[config.mk]
export PLATFORM = sky130hd
export DESIGN_NAME = zssd_front
export DESIGN_NICKNAME = d
export VERILOG_FILES = /design/src/zupt_stance_swing_detector_core_assert.svh /design/src/zssd_pkg.sv /design/src/zssd_front.sv
export SDC_FILE = /design/constraint.sdc
export NUM_CORES = 1
export LEC_CHECK = 0
export BUFFER_PORTS_ARGS = -buffer_cell sky130_fd_sc_hd__buf_2
export CAP_MARGIN = 10
export CORE_ASPECT_RATIO = 1.1
export CORE_MARGIN = 1.5
export CORE_UTILIZATION = 55
export DETAILED_ROUTE_END_ITERATION = 6
export PLACE_DENSITY = 0.76
export REMOVE_ABC_BUFFERS = 1
export SYNTH_ARGS = -nofsm -noshare
export SYNTH_HDL_FRONTEND = slang
export SYNTH_SLANG_ARGS = --single-unit
[constraint.sdc]
create_clock -name clk -period 6.8 [get_ports clk]
set_input_delay 0 -clock clk [delete_from_list [all_inputs] [get_ports clk]]
set_output_delay 0 -clock clk [all_outputs]
set_load 0.02 [all_outputs]
[src/zupt_stance_swing_detector_core_assert.svh]
// Assertion macros for the stance/swing detector core.
// Every macro assumes a clock named clk and an active-low reset named rst_n.
`ifndef ZUPT_STANCE_SWING_DETECTOR_CORE_ASSERT_SVH
`define ZUPT_STANCE_SWING_DETECTOR_CORE_ASSERT_SVH

// When ante holds, cons must hold at the same edge.
`define ZSSD_ASSERT_IMP(label, ante, cons, msg) \
  label: assert property (@(posedge clk) disable iff (!rst_n) (ante) |-> (cons)) \
    else $error(msg);

// cond must never hold.
`define ZSSD_ASSERT_NEVER(label, cond, msg) \
  label: assert property (@(posedge clk) disable iff (!rst_n) !(cond)) \
    else $error(msg);

`endif

[src/zssd_pkg.sv]
// Shared types and constants for the stance/swing detector core.
// No dependencies; every module of the core imports this package.
package zssd_pkg;

  localparam int RATEW      = 16;   // one gyro rate sample
  localparam int TRIW       = 18;   // sum of three IMU rates on one axis
  localparam int AVGW       = 21;   // averaged-rate output field
  localparam int ENW        = 46;   // energy output field and threshold
  localparam int CNTW       = 8;    // interval counter
  localparam int NRATE      = 9;    // three IMUs times three axes
  localparam int RING_DEF   = 8;
  localparam int WINDOW_DEF = 16;
  localparam int QDEPTH     = 4;    // front-to-back queue entries
  localparam int CFG_AW     = 4;
  localparam int CFG_DW     = 64;

  localparam int AVG_MAX = 1048575;
  localparam int AVG_MIN = -1048576;

  localparam logic [ENW-1:0]  ENERGY_MAX   = '1;
  localparam logic [CNTW-1:0] CNT_MAX      = '1;
  localparam logic [CNTW-1:0] INTERVAL_RST = 8'd5;

  localparam logic CMD_PROCESS = 1'b0;
  localparam logic CMD_PRIME   = 1'b1;

  localparam logic PHASE_STANCE = 1'b0;
  localparam logic PHASE_SWING  = 1'b1;

  // Register index, taken from bit 3 of the byte address (8-byte stride).
  typedef enum logic {
    REG_ENERGY_THR   = 1'b0,
    REG_INTERVAL_THR = 1'b1
  } zssd_reg_t;

  typedef struct packed {
    logic [ENW-1:0]  energy_thr;
    logic [CNTW-1:0] interval_thr;
  } zssd_cfg_t;

  // Detector status seen by the top level.
  typedef struct packed {
    logic            phase;
    logic [CNTW-1:0] count;
    logic            prime;   // item in the output register was a prime
  } zssd_stat_t;

endpackage

[src/zssd_front.sv]
// Front end: forms per-axis triple sums and keeps the rate ring and its running sums.
// Depends on zssd_pkg.
module zssd_front import zssd_pkg::*; #(
  parameter int RING = RING_DEF,
  localparam int SUMW = TRIW + $clog2(RING),
  localparam int RPW  = (RING > 1) ? $clog2(RING) : 1
) (
  input  logic                         clk,
  input  logic                         rst_n,
  input  logic                         take,
  input  logic                         cmd,
  input  logic [NRATE-1:0][RATEW-1:0]  rate,
  output logic signed [SUMW-1:0]       sum_x,
  output logic signed [SUMW-1:0]       sum_y,
  output logic signed [SUMW-1:0]       sum_z
);

  localparam logic signed [SUMW-1:0] RING_S = SUMW'(RING);
  localparam logic [RPW-1:0]         PTR_LAST = RPW'(RING - 1);

  logic signed [TRIW-1:0] tri_x, tri_y, tri_z;
  logic [3*TRIW-1:0]      tri_all;

  logic [3*TRIW-1:0] ring_mem [RING];
  logic [3*TRIW-1:0] ring_rd_r;
  logic [3*TRIW-1:0] prime_r, prime_nxt;
  logic [RING-1:0]   vld_r, vld_nxt;
  logic [RPW-1:0]    ptr_r, ptr_nxt;
  logic              wr_en;

  logic [3*TRIW-1:0]      old_all;
  logic signed [TRIW-1:0] old_x, old_y, old_z;

  logic signed [SUMW-1:0] sum_x_r, sum_y_r, sum_z_r;
  logic signed [SUMW-1:0] sum_x_nxt, sum_y_nxt, sum_z_nxt;

  always_comb begin
    tri_x = TRIW'($signed(rate[0])) + TRIW'($signed(rate[3])) + TRIW'($signed(rate[6]));
    tri_y = TRIW'($signed(rate[1])) + TRIW'($signed(rate[4])) + TRIW'($signed(rate[7]));
    tri_z = TRIW'($signed(rate[2])) + TRIW'($signed(rate[5])) + TRIW'($signed(rate[8]));
    tri_all = {tri_x, tri_y, tri_z};
  end

  // Entries not written since the last prime hold the primed value.
  always_comb begin
    old_all = vld_r[ptr_r] ? ring_rd_r : prime_r;
    old_x = $signed(old_all[3*TRIW-1 -: TRIW]);
    old_y = $signed(old_all[2*TRIW-1 -: TRIW]);
    old_z = $signed(old_all[TRIW-1:0]);
  end

  always_comb begin
    wr_en     = 1'b0;
    ptr_nxt   = ptr_r;
    vld_nxt   = vld_r;
    prime_nxt = prime_r;
    sum_x_nxt = sum_x_r;
    sum_y_nxt = sum_y_r;
    sum_z_nxt = sum_z_r;
    if (take) begin
      if (cmd == CMD_PRIME) begin
        ptr_nxt   = '0;
        vld_nxt   = '0;
        prime_nxt = tri_all;
        sum_x_nxt = SUMW'(tri_x) * RING_S;
        sum_y_nxt = SUMW'(tri_y) * RING_S;
        sum_z_nxt = SUMW'(tri_z) * RING_S;
      end else begin
        wr_en          = 1'b1;
        vld_nxt[ptr_r] = 1'b1;
        ptr_nxt        = (ptr_r == PTR_LAST) ? '0 : ptr_r + 1'b1;
        sum_x_nxt      = sum_x_r + SUMW'(tri_x) - SUMW'(old_x);
        sum_y_nxt      = sum_y_r + SUMW'(tri_y) - SUMW'(old_y);
        sum_z_nxt      = sum_z_r + SUMW'(tri_z) - SUMW'(old_z);
      end
    end
  end

  always_ff @(posedge clk) begin
    if (!rst_n) begin
      ptr_r   <= '0;
      vld_r   <= '0;
      prime_r <= '0;
      sum_x_r <= '0;
      sum_y_r <= '0;
      sum_z_r <= '0;
    end else begin
      ptr_r   <= ptr_nxt;
      vld_r   <= vld_nxt;
      prime_r <= prime_nxt;
      sum_x_r <= sum_x_nxt;
      sum_y_r <= sum_y_nxt;
      sum_z_r <= sum_z_nxt;
    end
  end

  // Prefetch the entry the next item will replace; forward a same-address write.
  always_ff @(posedge clk) begin
    if (wr_en) begin
      ring_mem[ptr_r] <= tri_all;
    end
    if (wr_en && ptr_r == ptr_nxt) begin
      ring_rd_r <= tri_all;
    end else begin
      ring_rd_r <= ring_mem[ptr_nxt];
    end
  end

  assign sum_x = sum_x_nxt;
  assign sum_y = sum_y_nxt;
  assign sum_z = sum_z_nxt;

endmodule

== After elaboration in Yosys (flattened, before gate mapping) ==
Memories as Yosys holds them, arrays and structs flattened. A register that Yosys moved wholly into a read port is not among the register bits.
Cells that the tools add are included.

* Register bits after elaboration: 128
* RAM bits: 432
* Input bits: 148
* Output and inout port bits: 63
* Word-level logic and storage cells: 45
* Memories: 1

{| class="wikitable"
|+ Memories
! name !! words !! bits a word !! rd ports !! clocked after memory_dff !! write ports !! line !! RTL
|-
| ring_mem || 8 || 54 || 1 || 1 || 1 || zssd_front.sv:24 || <nowiki>logic [3*TRIW-1:0] ring_mem [RING];</nowiki>
|}

* Add/sub/neg operators: 13
* Magnitude comparators: 2
* Equal/unequal tests: 1
* Mux-type cells: 19
* Bitwise logic cells: 1
* Reductions and logical operators: 2

{| class="wikitable"
|+ Operator list
! kind !! number
|-
| 2-to-1 mux 21 bit || 6
|-
| adder 21 x 18 -> 21 bit || 3
|-
| subtractor 21 x 18 -> 21 bit || 3
|-
| adder 17 x 16 -> 18 bit || 3
|-
| 2-to-1 mux 54 bit || 1
|-
| adder 16 x 16 -> 17 bit || 3
|-
| 2-to-1 mux 3 bit || 3
|-
| 2-to-1 mux 8 bit || 1
|-
| OR 8 bit || 1
|-
| 2-to-1 mux 1 bit || 6
|-
| less-than comparator 3 x 4 -> 1 bit, second input constant || 1
|-
| adder 3 x 1 -> 3 bit, second input constant || 1
|-
| binary-select mux 1 bit (select 3 bit) || 1
|-
| demux 1 bit (select 3 bit) || 1
|-
| equality test 3 bit, second input constant || 1
|-
| greater-or-equal comparator 3 x 1 -> 1 bit, second input constant || 1
|-
| AND reduction 2 bit || 1
|-
| logical AND 1 bit || 1
|}

== Longest topological paths before layout ==
Gate-level depths: netlist of run 1.

* Word-level depth: 6
* Mapped depth: 22

== Worst setup path before layout of run 1 ==
OpenSTA, ideal clock, no wires.

* Kind: reg-to-reg
* From: register ptr_r[0]
* To: memory ring_mem[0][0] (netlist name), enable pin
* Arrival: 5.839 ns
* Slack: 0.358 ns
* Cell stages (with the launch flop): 3
* Buffers on the path: 1
* Clock period less this slack: 6.442 ns
* Cell sequence: dfxtp_1 -> clkbuf_1 -> nor4_1

{| class="wikitable"
|+ RTL lines
! item !! line !! RTL
|-
| from (decl) || zssd_front.sv:28 || <nowiki>logic [RPW-1:0] ptr_r, ptr_nxt;</nowiki>
|-
| from (signal assigned) || zssd_front.sv:88 || <nowiki>ptr_r <= ptr_nxt;</nowiki>
|-
| to (decl) || zssd_front.sv:24 ||
|}

No word-level cell before the write port.

== Worst setup path after layout of run 1 ==
* From: register ptr_r[1]
* To: output sum_z[16]

* Longest elaborated chain between the ends: 6

{| class="wikitable"
|+ RTL lines
! item !! line !! RTL
|-
| binary-select mux 1 bit (select 3 bit) || zssd_front.sv:46 || <nowiki>old_all = vld_r[ptr_r] ? ring_rd_r : prime_r;</nowiki>
|-
| 2-to-1 mux 1 bit (implied by the code) || zssd_front.sv:46 ||
|-
| 2-to-1 mux 54 bit || zssd_front.sv:46 ||
|-
| subtractor 21 x 18 -> 21 bit || zssd_front.sv:74 || <nowiki>sum_z_nxt = sum_z_r + SUMW'(tri_z) - SUMW'(old_z);</nowiki>
|-
| 2-to-1 mux 21 bit || zssd_front.sv:61 || <nowiki>if (cmd == CMD_PRIME) begin</nowiki>
|-
| 2-to-1 mux 21 bit || zssd_front.sv:60 || <nowiki>if (take) begin</nowiki>
|-
| to (decl) || zssd_front.sv:15 || <nowiki>output logic signed [SUMW-1:0] sum_z</nowiki>
|}

No other way between the ends. The select of a mux whose other input is x is not followed.

==> results of run 1 <==
power groups by stage:
stage / logic (mW) / clock network [mW] / registers (mW)
floorplan: 5.88 / 0 / 4.81
global placement: 7.50 / 0 / 4.85
detailed placement: 7.74 / 0 / 4.86
CTS: 7.82 / 3.49 / 4.78
global route: 8.72 / 3.63 / 4.81
finish: 7.92 / 3.46 / 4.78
synth_stat cells, drive strengths merged (41+ instances only):
library cell / n / area [um2]
clkbuf: 102 / 394.1
nand2: 652 / 2450
a21oi: 181 / 924.6
a211oi: 41 / 337.8
nand3: 292 / 1461
ha: 116 / 1451
edfxtp: 432 / 12970
dfxtp: 182 / 3643
inv: 49 / 183.9
xnor2: 57 / 506.7
and2: 41 / 256.5
mux2i: 70 / 700.7
nor2: 144 / 540.5
fa: 111 / 2222
o21ai: 115 / 583.1
buf: 50 / 227.7
layer usage:
layer  up-vias  share of wire (%)  track usage (%)
li1      10770                  -                -
met1     11370                 39            34.62
met2       998                 50            47.49
met3       159                7.8            3.649
met4         0                3.1            9.729
met5         -                  0                0
tightest hold or removal path: cells and delay by family:
family	cells	cell delay, ns
compound gates	1	0.19
buf+inv	2	0.41
per-stage QoR:
| step | std cells | hold WS (ns) | setup WS (ns) | total power, mW |
|---|---|---|---|---|
| after global routing | 3902 | 0.04843 | 0.5634 | 17.17 |
| after detailed placement | 3786 | 0.4458 | 1.107 | 12.60 |
| after floorplan | 2788 | 0.09313 | -7.050 | 10.69 |
| after CTS | 3901 | 0.01822 | 0.8252 | 16.09 |
| final | 3902 | 0.03427 | 0.7832 | 16.16 |
| after global placement | 3786 | 0.4404 | 1.247 | 12.35 |
sequential cells by signal, summed over array words and instances, names as in the netlist:
register   flops
prime_r       54
ptr_r          3
ring_mem     432
ring_rd_r     54
sum_x_r       21
sum_y_r       21
sum_z_r       21
vld_r          8
path summary, 6_finish.rpt:
| check | endpoint | cells after the start | from | slack, ns |
|---|---|---|---|---|
| max | sum_z[16] | 17 | ptr_r[1]$_SDFF_PN0_ | 0.78 |
| min | prime_r[16]$_SDFFE_PN0P_ | 3 | rst_n | 0.03 |
| max reg2reg | sum_z_r[16]$_SDFF_PN0_ | 16 | ptr_r[1]$_SDFF_PN0_ | 1.41 |
| min reg2reg | prime_r[2]$_SDFFE_PN0P_ | 2 | prime_r[2]$_SDFFE_PN0P_ | 0.45 |
timing repair:
action,4_1_cts,5_1_grt
hold buffers,1,0
hold endpoints to repair,1,0
buffers inserted,0,0
cell type report:
cell class / count / area [um2]
tap: 744 / 930.9
clock buffer: 88 / 1709
inverter: 49 / 185.2
clock inverter: 26 / 349.1
multi-input combinational: 2125 / 13920
timing repair buffer: 256 / 1451
sequential: 614 / 16620
fill: 4246 / 20970
cells by family after synthesis:
group                    after synthesis  synth area share (%)
multiplexers                          78                 2.532
flip-flops                           614                 53.21
AO/OA/AOI/OAI                        511                 10.48
XOR/XNOR                              92                 2.604
AND/OR/NAND/NOR                     1217                 16.83
adder cells (fa/ha/maj)              227                 11.76
buffers and inverters                201                 2.580
==> results.tsv, run 1 <==
stage	metric	value	unit
sta	Slew @ Worst Pin	1.180	ns
yosys	Mapped Area	31230	um2
clock_tree	CTS tree	built	
sta	crit share post-route	88.48	%
power	clock power share	21.4	%
clock_tree	clock slew at the register clock pins of the worst setup and hold paths	0.06	ns
clock_tree	PostCTS Resize Cnt	0	
sta	Final setup viols	0	
clock_tree	Worst-Skew Late Latency	0.63	ns
die	num ports	211	
setup_path	crit path cell chain	inv_1 > o311ai_2 > buf_12 > mux2_2 > ha_1 > inv_1 > ha_1 > fa_1 > a211oi_1 > o21ai_1 > a31o_2 > a21oi_2 > o21ai_0 > xor2_1 > mux2i_1 > a21oi_1 > buf_2	
yosys	warnings from Yosys	0	
final_layout	antenna cells	0	
yosys	Post-synth top flop	edfxtp_1	
detailed_routing	Pre-antenna DRT Iters	6	
setup_path	endpoint class of the critical path	output port	
global_routing	first-pass GRT wire length	124.4	mm
place	placed cell area	33080	um2
final_layout	fin util	62.65	%
place	I/O Buffers	210	
sta	Slew Limit Fails	0	
global_routing	global route overflow	0	
global_routing	Total GRT Usage	27.17	%
detailed_routing	drt via density	5.970	
setup_path	max incr delay on CP	0.68	ns
yosys	Synth cell types	82	
yosys	syn avg cell area	10.62	um2
final_layout	Final Instance Area	35170	um2
yosys	Seq cells post-synth	614	
die	Starting Density	55.64	%
global_routing	largest net degree at the start of global routing	130	
sta	crit path time final	6.017	ns
detailed_routing	1st-iter DRT viols	2128	
sta	clock skew	0.02315	ns
die	row count	91	
setup_path	Worst EP required	6.80	ns
yosys	Post-Syn Instances	2940	
clock_tree	Root Buffer	clkbuf_16	
detailed_routing	final antenna-violating net count	0	
power	Int Power	9.713	mW
yosys	Post-synth EDFFs	432	
clock_tree	maximum clock path buffer count	3	
power	Psw	6.452	mW
sta	RSZ-0062 raised after global routing	false	
global_routing	vias in the first global route	23110	
detailed_routing	drt wl/cell	20.40	um
setup_path	WP buf/inv	4	
sta	Slew headroom	20.52	%
final_layout	layout cells sized above 1	12.73	%
setup_path	Slowest-stage cell, CP	dfxtp_1	
place	gpl congestion	0.9479	
setup_path	Worst Path Max Fanout	36	
die	Die Y	252.9	um
clock_tree	number of H-tree levels	2	
power	maximum VDD drop	277.6	uV
sta	Fin Setup TNS	0	ns
power	Switching Fraction	39.91	%
setup_path	critical path class	reg -> out	
power	pwr dens	459.7	nW/um2
final_layout	Nets	3481	
worst_hold_path	Worst Hold Class	in -> reg	
outcome	status	finished, final reports clean	
power	Comb power frac	49.0	%
die	die width	230.2	um
clock_tree	Sinks on Clock Net	614	
detailed_routing	DRT Wirelength	79.62	mm
place	DPL Wire Length	48.61	mm
detailed_routing	DR vias	23300	
sta	Hold Vio Cnt, Final	0	
yosys	Async SR Flop Fraction	0	%
sta	maximum clock rate	166.2	MHz
setup_path	Worst setup SP type	flip-flop	
die	Core ar.	56130	um2
power	leakage	13.66	nW
clock_tree	total CTS buffers	60	
final_layout	commonest non-fill, non-tap cell in the layout	nand2_1	
setup_path	crit-path leading delay family	compound AO/OA/AOI/OAI gates	
final_layout	commonest non-fill, non-tap cells in the layout	650 x nand2_1, 432 x edfxtp_1, 292 x nand3_1	
detailed_routing	DR DRC count	0	
setup_path	CP arrival	6.02	ns
final_layout	Area growth syn-to-layout	12.60	%
run	number of max-cap violations	0	
global_routing	antenna violations before repair	0	
power	Reg power frac	29.6	%
die	die area	58220	um2
yosys	post-synthesis sequential area ratio	53.21	%
Note: power is estimated with default switching activity, not from simulation.
==> run 2: changes to the inputs <==
--- a/config.mk
+++ b/config.mk
@@ -5,12 +5,13 @@
 export SDC_FILE = /design/constraint.sdc
 export NUM_CORES = 1
 export LEC_CHECK = 0
-export BUFFER_PORTS_ARGS = -buffer_cell sky130_fd_sc_hd__buf_2
 export CAP_MARGIN = 10
 export CORE_ASPECT_RATIO = 1.1
 export CORE_MARGIN = 1.5
-export CORE_UTILIZATION = 55
+export CORE_UTILIZATION = 58
 export DETAILED_ROUTE_END_ITERATION = 6
+export DONT_BUFFER_PORTS = 1
+export GPL_TIMING_DRIVEN = 0
 export PLACE_DENSITY = 0.76
 export REMOVE_ABC_BUFFERS = 1
 export SYNTH_ARGS = -nofsm -noshare
==> run 2 against run 1 <==
  * Hold slack got worse by 0.023 ns
  * Total power decreased by 0.56%
  * Combinational power decreased by 2%
  * Clock-buffer cell count increased by 7
  * Setup slack got worse by 0.34 ns
  * Die area decreased by 5.1%
  * Sequential share of layout area decreased by 0.19 points
  * Flip-flop and latch count unchanged
  * Clock power increased by 3%
  * First-iteration DRC count increased by 18%
  * Largest cell class unchanged
  * Highest routed layer unchanged
==> results.tsv, run 2 (synthesized netlist as in run 1, its figures left out) <==
stage	metric	value	unit	change
outcome	status	finished, final reports clean		
detailed_routing	Pre-antenna DRT Iters	6		unchanged
global_routing	Total GRT Usage	30.20	%	+3.0 points
sta	RSZ-0062 raised after global routing	false		
setup_path	CP arrival	6.35	ns	+0.33 ns
clock_tree	number of H-tree levels	3		+1
final_layout	commonest non-fill, non-tap cells in the layout	650 x nand2_1, 432 x edfxtp_1, 292 x nand3_1		
final_layout	Final Instance Area	35310	um2	+0.41%
power	leakage	13.39	nW	-1.9%
setup_path	Worst Path Max Fanout	11		-69%
detailed_routing	final antenna-violating net count	0		unchanged
global_routing	antenna violations before repair	0		unchanged
final_layout	Biggest register	ring_mem		
die	num ports	211		unchanged
clock_tree	total setup buffers inserted after CTS	0		unchanged
sta	Final setup viols	0		unchanged
sta	final hold slack	0.01095	ns	-0.02332 ns
die	die area	55250	um2	-5.1%
worst_hold_path	Hold Crit Endpoint	ring_mem[5][18]$_DFFE_PP_		
sta	Fin Setup TNS	0	ns	unchanged
detailed_routing	DR DRC count	0		unchanged
place	placed cell area	32940	um2	-0.40%
setup_path	flop2flop setup slack	0.88	ns	-0.53 ns
final_layout	Largest regs	ring_mem x432, prime_r x54, ring_rd_r x54		
clock_tree	Root Buffer	clkbuf_16		
sta	maximum clock rate	157.4	MHz	-5.3%
die	Starting Density	58.43	%	+2.8 points
setup_path	Worst EP required	6.80	ns	about the same
global_routing	global route overflow	0		unchanged
clock_tree	total CTS buffers	66		+10%
die	row count	89		-2.2%
clock_tree	CTS tree	built		
sta	crit share post-route	93.42	%	+4.9 points
power	Power, Total	16.07	mW	-0.56%
clock_tree	maximum clock path buffer count	3		unchanged
detailed_routing	DRT Wirelength	83.21	mm	+4.5%
final_layout	commonest non-fill, non-tap cell in the layout	nand2_1		
place	I/O Buffers	0		-100%
final_layout	layout cells sized above 1	8.142	%	-4.6 points
global_routing	vias in the first global route	23440		+1.4%
sta	Hold Vio Cnt, Final	0		unchanged
sta	Slew Limit Fails	0		unchanged
detailed_routing	drt via density	6.341		+6.2%
final_layout	Largest register FFs	432		unchanged
power	maximum VDD drop	287.5	uV	+3.6%
worst_hold_path	hold path startpoint	rate[64]		
global_routing	first-pass GRT wire length	128.7	mm	+3.4%
setup_path	reg2reg path depth	22		+6
die	Die Y	246.4	um	-2.6%
die	Core ar.	53450	um2	-4.8%
final_layout	fill count	3815		-10%
setup_path	endpoint class of the critical path	output port		
final_layout	Area growth syn-to-layout	13.06	%	
power	pwr dens	455.2	nW/um2	-0.97%
detailed_routing	drt wl/cell	22.54	um	+10%
place	DPL Wire Length	53.53	mm	+10%
setup_path	worst r2r dst	sum_x_r[8]$_SDFF_PN0_		
clock_tree	clock slew at the register clock pins of the worst setup and hold paths	0.06	ns	about the same
global_routing	largest net degree at the start of global routing	114		-12%
worst_hold_path	Worst Hold Class	in -> reg		
setup_path	critical path class	in -> out		
final_layout	Nets	3331		-4.3%
die	die width	224.2	um	-2.6%
sta	crit path time final	6.352	ns	+0.3354 ns
detailed_routing	DR vias	23410		+0.50%
worst_hold_path	Worst Hold Depth	1		-2
sta	Slew @ Worst Pin	1.201	ns	+0.02157 ns
clock_tree	Sinks on Clock Net	614		unchanged
setup_path	Worst setup SP type	primary input		
sta	Slew headroom	19.34	%	-1.2 points
place	gpl congestion	0.9115		-3.8%
setup_path	worst r2r src	ptr_r[1]$_SDFF_PN0_		
run	number of max-cap violations	0		unchanged
sta	clock skew	0.01625	ns	-0.006900 ns
clock_tree	Worst-Skew Late Latency	0.60	ns	-0.03 ns
detailed_routing	1st-iter DRT viols	2514		+18%
[run 2: cell types whose count changed in the layout (fill, tap and decap cells not counted), sizes merged]
| cell | delta |
|---|---|
| dlygate4sd3 | +11 |
| buf | -167 |
| diode | +1 |
| inv | +5 |
| clkbuf | +7 |
| bufinv | -5 |
[run 2: power by group]
part           total [mW]  internal [mW]  leakage, nW  switching [mW]
sequential           4.79           4.61         5.41           0.171
clock                3.56           2.08         1.05            1.48
combinational        7.73           2.91         6.93            4.83
total                16.1           9.60         13.4            6.47
[run 2: repair_timing]
item	4_1_cts	5_1_grt
hold endpoints to repair	106	0
hold buffers	15	0
resized for setup	0	0
[run 2: final cells by class]
cell class,count,area [um2],area share [%]
flip-flops and latches,614,16620,47.06
multi-input cells,2125,13930,39.46
clock buffers,95,1904,5.393
repair buffers,100,1567,4.436
well taps,682,853.3,2.417
clock inverters,26,249.0,0.7051
inverters,49,186.4,0.5280
diodes,1,2.502,0.007087
[run 2: worst max path at each step]
stage / endpoint / depth (start not counted) / from
after floorplan: sum_y[19] / 11 / ptr_r[1]$_SDFF_PN0_
after global placement: sum_y[19] / 11 / ptr_r[1]$_SDFF_PN0_
after detailed placement: sum_x_r[16]$_SDFF_PN0_ / 21 / rate[1]
after CTS: sum_y[19] / 17 / rate[112]
after global routing: sum_y[17] / 19 / rate[112]
final: sum_y[19] / 17 / rate[112]
[run 2: critical path: stages]
cell	delay (ns)
dlygate4sd3_1	0.55
fa_1	0.39
ha_1	0.27
fa_1	0.49
a211oi_1	0.37
o21ai_0	0.24
a21oi_1	0.33
o21ai_0	0.24
xor2_1	0.80
fa_1	0.56
ha_1	0.35
nand4_1	0.20
or4_1	0.61
nand4_1	0.16
xnor2_1	0.08
o211a_1	0.24
nor2_1	0.46
[run 2: metal layers]
metal / global-route usage (%) / wire length, um / up-vias
met2: 51.11 / 41040 / 1198
met3: 4.925 / 7566 / 171
met4: 12.30 / 2576 / 0
met5: 0 / 0 / -
met1: 38.86 / 32030 / 11520
li1: - / - / 10520
[run 2: per-stage QoR]
step / setup slack, ns / std cells / util (%)
floorplan: -7.050 / 2788 / -
global placement: -15.89 / 3470 / 58.86
detailed placement: 0.7732 / 3554 / 61.63
CTS: 0.5094 / 3690 / 66.04
global route: 0.1305 / 3691 / 66.06
finish: 0.4477 / 3692 / 66.06
